===== src/hdl/ddt_pkg.sv =====
// shared types and constants for the discrete distribution table
// no dependencies
package ddt_pkg;

  localparam int TABLE_ENTRIES = 64;
  localparam int WEIGHT_BITS   = 16;

  localparam logic [1:0] ACT_CLEAR = 2'd0;
  localparam logic [1:0] ACT_LOAD  = 2'd1;
  localparam logic [1:0] ACT_QUERY = 2'd2;

  localparam logic [1:0] ST_OK    = 2'd0;
  localparam logic [1:0] ST_FULL  = 2'd1;
  localparam logic [1:0] ST_EMPTY = 2'd2;

  typedef enum logic [3:0] {
    S_IDLE,
    S_LSCAN,
    S_LRD,
    S_LDEC,
    S_LSHIFT,
    S_LWRITE,
    S_QSCAN,
    S_QRD,
    S_QDIV,
    S_DONE
  } state_t;

  typedef struct packed {
    logic start;
    logic busy;
  } div_ctl_t;

endpackage


===== src/hdl/ddt_div.sv =====
// serial restoring divider, one quotient bit per cycle
// depends on ddt_pkg
module ddt_div #(
  parameter int NW = 48,
  parameter int DW = 38
) (
  input  logic          clk,
  input  logic          rst_n,
  input  logic          start,
  input  logic [NW-1:0] num,
  input  logic [DW-1:0] den,
  output ddt_pkg::div_ctl_t ctl,
  output logic [NW-1:0] quo
);

  localparam int CW = $clog2(NW + 1);

  logic [NW-1:0] q_r;
  logic [DW:0]   rem_r;
  logic [DW-1:0] den_r;
  logic [CW-1:0] cnt_r;
  logic          busy_r;
  logic [DW:0]   trial;

  assign trial = {rem_r[DW-1:0], q_r[NW-1]};

  always_ff @(posedge clk) begin
    if (!rst_n) begin
      busy_r <= 1'b0;
      cnt_r  <= '0;
    end else if (start) begin
      busy_r <= 1'b1;
      cnt_r  <= CW'(NW);
      q_r    <= num;
      rem_r  <= '0;
      den_r  <= den;
    end else if (busy_r) begin
      if (trial >= {1'b0, den_r}) begin
        rem_r <= trial - {1'b0, den_r};
        q_r   <= {q_r[NW-2:0], 1'b1};
      end else begin
        rem_r <= trial;
        q_r   <= {q_r[NW-2:0], 1'b0};
      end
      cnt_r <= cnt_r - 1'b1;
      if (cnt_r == CW'(1)) busy_r <= 1'b0;
    end
  end

  assign ctl.start = start;
  assign ctl.busy  = busy_r;
  assign quo       = q_r;

endmodule


===== src/hdl/discrete_distribution_table_top.sv =====
// discrete distribution table: sorted (value, weight) store with pdf, cdf and quantile
// depends on ddt_pkg and ddt_div
//
// usage: one input channel (in_*) carries an action: clear, load or query.
// every item gives exactly one result item on the out_* channel.
// a load scans the table one entry at a time (memory read is registered),
// then shifts larger entries up one slot each; an equal value instead adds
// its weight to that entry. a query scans all entries in turn with
// one shared compare and accumulate unit, then runs two serial divisions of
// 16+SW bits each, one bit per cycle. in_ready is low while an item is
// in progress.
// the result is held in an output register until out_ready; a stalled
// receiver keeps the block from taking the next item.
// reset clears the entry count and total; table contents need no clearing.
module discrete_distribution_table_top #(
  parameter int TABLE_ENTRIES = ddt_pkg::TABLE_ENTRIES,
  parameter int WEIGHT_BITS   = ddt_pkg::WEIGHT_BITS
) (
  input  logic                   clk,
  input  logic                   rst_n,
  input  logic                   in_valid,
  output logic                   in_ready,
  input  logic [1:0]             in_action,
  input  logic signed [31:0]     in_entry_value,
  input  logic [15:0]            in_entry_weight,
  input  logic signed [31:0]     in_query_x,
  input  logic [15:0]            in_query_p,
  output logic                   out_valid,
  input  logic                   out_ready,
  output logic [16:0]            out_pdf,
  output logic [16:0]            out_cdf,
  output logic signed [31:0]     out_quantile,
  output logic                   out_quantile_found,
  output logic [1:0]             out_status
);

  localparam int AW = $clog2(TABLE_ENTRIES);
  localparam int CW = $clog2(TABLE_ENTRIES + 1);
  localparam int SW = WEIGHT_BITS + CW;
  localparam int NW = SW + 16;
  localparam logic [WEIGHT_BITS-1:0] WMAX = {WEIGHT_BITS{1'b1}};

  ddt_pkg::state_t state_r, state_nxt;

  logic signed [31:0]      vmem [TABLE_ENTRIES];
  logic [WEIGHT_BITS-1:0]  wmem [TABLE_ENTRIES];
  logic signed [31:0]      vrd_r;
  logic [WEIGHT_BITS-1:0]  wrd_r;
  logic                    we;
  logic [AW-1:0]           waddr, raddr;
  logic signed [31:0]      wval;
  logic [WEIGHT_BITS-1:0]  wwt;

  logic [CW-1:0] count_r, count_nxt;
  logic [SW-1:0] total_r, total_nxt;
  logic [CW-1:0] idx_r, idx_nxt;

  logic signed [31:0]      val_r;
  logic signed [31:0]      qx_r;
  logic [WEIGHT_BITS-1:0]  wt_r;
  logic [15:0]             p_r;

  logic [SW-1:0] below_r, below_nxt, cum_r, cum_nxt;
  logic [WEIGHT_BITS-1:0] at_r, at_nxt;
  logic signed [31:0] quant_r, quant_nxt;
  logic found_r, found_nxt;
  logic [1:0] phase_r, phase_nxt;

  logic [16:0] pdf_r, pdf_nxt, cdf_r, cdf_nxt;
  logic [1:0]  status_r, status_nxt;
  logic        ovalid_r, ovalid_nxt;

  logic          dstart;
  logic [NW-1:0] dnum, dquo;
  ddt_pkg::div_ctl_t dctl;

  logic [WEIGHT_BITS:0] wsum;
  logic [SW-1:0] cum_add;
  logic [NW-1:0] pt_prod;

  ddt_div #(.NW(NW), .DW(SW)) u_div (
    .clk(clk), .rst_n(rst_n), .start(dstart), .num(dnum), .den(total_r),
    .ctl(dctl), .quo(dquo)
  );

  always_ff @(posedge clk) begin
    if (we) begin
      vmem[waddr] <= wval;
      wmem[waddr] <= wwt;
    end
    vrd_r <= vmem[raddr];
    wrd_r <= wmem[raddr];
  end

  assign wsum    = {1'b0, wrd_r} + {1'b0, wt_r};
  assign cum_add = cum_r + SW'(wrd_r);
  assign pt_prod = NW'(p_r) * NW'(total_r);

  always_ff @(posedge clk) begin
    if (!rst_n) begin
      state_r  <= ddt_pkg::S_IDLE;
      count_r  <= '0;
      total_r  <= '0;
      ovalid_r <= 1'b0;
    end else begin
      state_r  <= state_nxt;
      count_r  <= count_nxt;
      total_r  <= total_nxt;
      ovalid_r <= ovalid_nxt;
    end
  end

  always_ff @(posedge clk) begin
    idx_r <= idx_nxt;
    below_r <= below_nxt;
    cum_r <= cum_nxt;
    at_r <= at_nxt;
    quant_r <= quant_nxt;
    found_r <= found_nxt;
    phase_r <= phase_nxt;
    pdf_r <= pdf_nxt;
    cdf_r <= cdf_nxt;
    status_r <= status_nxt;
    if (in_valid && in_ready) begin
      val_r <= in_entry_value;
      qx_r  <= in_query_x;
      wt_r  <= (in_entry_weight > 16'(WMAX)) ? WMAX : WEIGHT_BITS'(in_entry_weight);
      p_r   <= in_query_p;
    end
  end

  always_comb begin
    state_nxt = state_r;
    count_nxt = count_r;
    total_nxt = total_r;
    ovalid_nxt = ovalid_r;
    idx_nxt = idx_r;
    below_nxt = below_r;
    cum_nxt = cum_r;
    at_nxt = at_r;
    quant_nxt = quant_r;
    found_nxt = found_r;
    phase_nxt = phase_r;
    pdf_nxt = pdf_r;
    cdf_nxt = cdf_r;
    status_nxt = status_r;
    in_ready = 1'b0;
    we = 1'b0;
    waddr = idx_r[AW-1:0];
    raddr = idx_r[AW-1:0];
    wval = vrd_r;
    wwt = wrd_r;
    dstart = 1'b0;
    dnum = '0;
    if (ovalid_r && out_ready) ovalid_nxt = 1'b0;
    unique case (state_r)
      ddt_pkg::S_IDLE: begin
        in_ready = !ovalid_r;
        if (in_valid && !ovalid_r) begin
          idx_nxt = '0;
          below_nxt = '0;
          cum_nxt = '0;
          at_nxt = '0;
          quant_nxt = '0;
          found_nxt = 1'b0;
          pdf_nxt = '0;
          cdf_nxt = '0;
          status_nxt = ddt_pkg::ST_OK;
          unique case (in_action)
            ddt_pkg::ACT_CLEAR: begin
              count_nxt = '0;
              total_nxt = '0;
              state_nxt = ddt_pkg::S_DONE;
            end
            ddt_pkg::ACT_LOAD: state_nxt = ddt_pkg::S_LSCAN;
            ddt_pkg::ACT_QUERY: begin
              if (total_r == '0) begin
                status_nxt = ddt_pkg::ST_EMPTY;
                state_nxt = ddt_pkg::S_DONE;
              end else begin
                state_nxt = ddt_pkg::S_QSCAN;
              end
            end
            default: state_nxt = ddt_pkg::S_DONE;
          endcase
        end
      end
      ddt_pkg::S_LSCAN: begin
        if (idx_r == count_r) begin
          if (count_r == CW'(TABLE_ENTRIES)) begin
            status_nxt = ddt_pkg::ST_FULL;
            state_nxt = ddt_pkg::S_DONE;
          end else begin
            state_nxt = ddt_pkg::S_LWRITE;
          end
        end else begin
          state_nxt = ddt_pkg::S_LRD;
        end
      end
      ddt_pkg::S_LRD: begin
        if (vrd_r < val_r) begin
          idx_nxt = idx_r + 1'b1;
          state_nxt = ddt_pkg::S_LSCAN;
        end else if (vrd_r == val_r) begin
          we = 1'b1;
          wval = val_r;
          wwt = wsum[WEIGHT_BITS] ? WMAX : wsum[WEIGHT_BITS-1:0];
          total_nxt = total_r - SW'(wrd_r) + SW'(wwt);
          state_nxt = ddt_pkg::S_DONE;
        end else if (count_r == CW'(TABLE_ENTRIES)) begin
          status_nxt = ddt_pkg::ST_FULL;
          state_nxt = ddt_pkg::S_DONE;
        end else begin
          cum_nxt = SW'(idx_r);
          idx_nxt = count_r;
          state_nxt = ddt_pkg::S_LDEC;
        end
      end
      ddt_pkg::S_LDEC: begin
        if (idx_r == cum_r[CW-1:0]) begin
          state_nxt = ddt_pkg::S_LWRITE;
        end else begin
          raddr = AW'(idx_r - 1'b1);
          state_nxt = ddt_pkg::S_LSHIFT;
        end
      end
      ddt_pkg::S_LSHIFT: begin
        we = 1'b1;
        idx_nxt = idx_r - 1'b1;
        state_nxt = ddt_pkg::S_LDEC;
      end
      ddt_pkg::S_LWRITE: begin
        we = 1'b1;
        wval = val_r;
        wwt = wt_r;
        total_nxt = total_r + SW'(wt_r);
        count_nxt = count_r + 1'b1;
        state_nxt = ddt_pkg::S_DONE;
      end
      ddt_pkg::S_QSCAN: begin
        if (idx_r == count_r) begin
          phase_nxt = 2'd0;
          dstart = 1'b1;
          dnum = NW'({SW'(at_r), 16'd0});
          state_nxt = ddt_pkg::S_QDIV;
        end else begin
          state_nxt = ddt_pkg::S_QRD;
        end
      end
      ddt_pkg::S_QRD: begin
        if (vrd_r < qx_r) below_nxt = below_r + SW'(wrd_r);
        if (vrd_r == qx_r) at_nxt = wrd_r;
        cum_nxt = cum_add;
        if (!found_r && ({cum_add, 16'd0} > pt_prod)) begin
          found_nxt = 1'b1;
          quant_nxt = vrd_r;
        end
        idx_nxt = idx_r + 1'b1;
        state_nxt = ddt_pkg::S_QSCAN;
      end
      ddt_pkg::S_QDIV: begin
        if (!dctl.busy) begin
          if (phase_r == 2'd0) begin
            pdf_nxt = dquo[16:0];
            phase_nxt = 2'd1;
            dstart = 1'b1;
            dnum = NW'({below_r, 16'd0});
          end else begin
            cdf_nxt = dquo[16:0];
            state_nxt = ddt_pkg::S_DONE;
          end
        end
      end
      ddt_pkg::S_DONE: begin
        if (!ovalid_r) begin
          ovalid_nxt = 1'b1;
          state_nxt = ddt_pkg::S_IDLE;
        end
      end
      default: state_nxt = ddt_pkg::S_IDLE;
    endcase
  end

  assign out_valid = ovalid_r;
  assign out_pdf = pdf_r;
  assign out_cdf = cdf_r;
  assign out_quantile = quant_r;
  assign out_quantile_found = found_r;
  assign out_status = status_r;

`ifndef ASSERT_OFF
  a_count_max: assert property (@(posedge clk) disable iff (!rst_n)
    count_r <= CW'(TABLE_ENTRIES)) else $error("entry count over table depth");
  a_busy_not_ready: assert property (@(posedge clk) disable iff (!rst_n)
    (state_r != ddt_pkg::S_IDLE) |-> !in_ready) else $error("ready while busy");
  a_empty_total: assert property (@(posedge clk) disable iff (!rst_n)
    (count_r == '0) |-> (total_r == '0)) else $error("weight with no entries");
`endif

endmodule

===== config.mk =====
export PLATFORM = sky130hd
export DESIGN_NAME = discrete_distribution_table_top
export DESIGN_NICKNAME = d
export VERILOG_FILES = /design/src/hdl/ddt_pkg.sv /design/src/hdl/ddt_div.sv /design/src/hdl/discrete_distribution_table_top.sv
export SDC_FILE = /design/constraint.sdc
export NUM_CORES = 2
export LEC_CHECK = 0
export BUFFER_PORTS_ARGS = -buffer_cell sky130_fd_sc_hd__buf_4
export CAP_MARGIN = 20
export CORE_ASPECT_RATIO = 2
export CORE_MARGIN = 2
export CORE_UTILIZATION = 35
export CTS_CLUSTER_SIZE = 12
export DETAILED_ROUTE_END_ITERATION = 7
export MAX_ROUTING_LAYER = met4
export PLACE_DENSITY = 0.5
export SLEW_MARGIN = 5
export SYNTH_ARGS = -nofsm -noshare
export SYNTH_HDL_FRONTEND = slang
export SYNTH_HIERARCHICAL = 1
export SYNTH_SLANG_ARGS = --single-unit
export TNS_END_PERCENT = 30

===== constraint.sdc =====
create_clock -name clk -period 21.8 [get_ports clk]
set_input_delay 1.09 -clock clk [delete_from_list [all_inputs] [get_ports clk]]
set_output_delay 1.09 -clock clk [all_outputs]
set_load 0.005 [all_outputs]

==> metrics <==
Int Pwr 15.20 mW; initial core utilization 0.3512; die width 467.3 um; Pleak 57.25 nW; Final GP Congestion 0.9324; crit share post-route 0.4532; share of total power in sequential cells 0.347; Slew Viols, Final 0; Layout Nets 10650; peak fanout along the critical path 33; num rows 340; Avg WL per Cell 34.89 um; Sw Pwr 10.58 mW; vias in the first global route 93480; PortBufs 172; total CTS buffers 341; final WL 548100 um; setup ws final 11.92 ns; syn avg cell area 15.80 um^2; vias per cell 5.790; critical path type flop to flop; CTS tree yes; cells after synthesis 9513; Ys Warns 6; Post-CTS Hold Buffers 0; placed cell count 15210; Sw Share 0.4103; Worst Path Arrival 10.49 ns; Critical Path RT 22.41 ns; Max-Cap Viols 0; # fillers 39290; PwrDens 151.3 mW/mm^2; first drt pass iteration count 6; H-Tree Depth 5; post-CTS sizing 0; Overflow after GRT 0; layout cell share with drive strength beyond 1 0.1510; Critical Path Source Type flop; post-route insts no fill 15710; dpl ws 12.03 ns; most frequent CP cell fa_1; Finish-stage setup viols 0; largest net degree at the start of global routing 138; vias 90940; CTS sink cnt 3482; Hold Slack 0.3144 ns; global-route wire length before repair 749300 um; clk slew on worst S/H paths 0.08 ns; RSZ-0062 raised after global routing false; GR Util All Layers 0.2543; post-DP HPWL 347300 um; clock share of power 0.210; die area 0.4350 mm^2; Post CTS Setup Buffer Count 0; Antenna Violating Nets Remaining 0; Syn-to-layout area delta 13.38%; final setup TNS 0 ns; Gate power share 0.443; CP peak stage delay 0.62 ns; worst vdd ir 0.1163 mV; initial antenna violation count 36; slowest CP cell fa_1; clk_skew 0.1114 ns; Clock Tree Buf Depth 4; worst hold path type input pin to flop; crit path capture type flop; minimum clock period 9.881 ns; commonest non-fill, non-tap cell in the layout edfxtp_1; r2r setup slk 11.92 ns; DRC violations left 0; Rel. slew slack 0.1782; Die Span Y 930.7 um; Post-Syn Area 0.1503 mm^2; top-level port count 173; worst slew pin tran 1.221 ns; core area 0.4280 mm^2; Root Buffer clkbuf_16; clock latency on the worst-skew pair 0.97 ns; Final Hold Fails 0; outcome complete, no violations; commonest non-fill, non-tap cells in the layout 3392 x edfxtp_1, 592 x nand2_1, 520 x buf_4, 502 x inv_1, 415 x nor2_1; DRT iter0 DRCs 8392; max frequency 101.2 MHz
critical path: cells and delay by family, from the launching register on:
family / cells / cell delay, ns
buffers and inverters: 5 / 0.86
adder cells (fa/ha/maj): 8 / 3.82
flip-flops: 1 / 0.38
AO/OA/AOI/OAI: 11 / 2.89
AND/OR/NAND/NOR: 7 / 1.48
routing by layer:
layer / GRT usage / part of all wire
met2: 0.4602 / 0.54
met4: 0.1572 / 0.074
met1: 0.2630 / 0.34
met3: 0.02604 / 0.053
met5: - / 0
final cells by class:
type                    instances  area, um^2  area share
clock buffers                 436        9143     0.05366
diodes                         35       87.58   0.0005140
well taps                    5643        7061     0.04144
inverters                     506        1902     0.01116
clock inverters                27       255.2    0.001498
multi-input cells            5030       43870      0.2575
flip-flops and latches       3482      103700      0.6084
repair buffers                547        4404     0.02585
final timing paths:
kind                startpoint               end  depth (start not counted)
min reg2reg         total_r[0]    u_div/den_r[0]                          0
max reg2reg         total_r[9]  out_quantile[13]                         31
max                 total_r[9]  out_quantile[13]                         31
min          in_entry_value[5]          val_r[5]                          1
metrics by stage:
stage	area (um^2)	power, mW	util
2_1_floorplan	150300	15.53	-
3_3_place_gp	160600	20.31	0.3753
3_5_place_dp	160900	20.43	0.3759
4_1_cts	170300	25.87	0.3978
5_1_grt	170400	26.78	0.3981
6_report	170400	25.78	0.3981
power by group through the flow:
stage / sequential (mW) / clock (mW) / combinational [mW]
finish: 8.94 / 5.41 / 11.4
global route: 8.96 / 5.72 / 12.1
CTS: 8.94 / 5.51 / 11.4
detailed placement: 9.08 / 0 / 11.4
global placement: 9.08 / 0 / 11.2
floorplan: 9.06 / 0 / 6.47
state kept, by name (all words and copies together), names as in the netlist, 17 cells and up:
signal,cells
vrd_r,32
out_quantile,32
u_div/den_r,23
qx_r,32
below_r,23
val_r,32
out_cdf,17
total_r,23
vmem,2048
wmem,1024
u_div/rem_r,23
u_div/quo,39
out_pdf,17
cum_r,23
(Power assumes the default switching activity.)
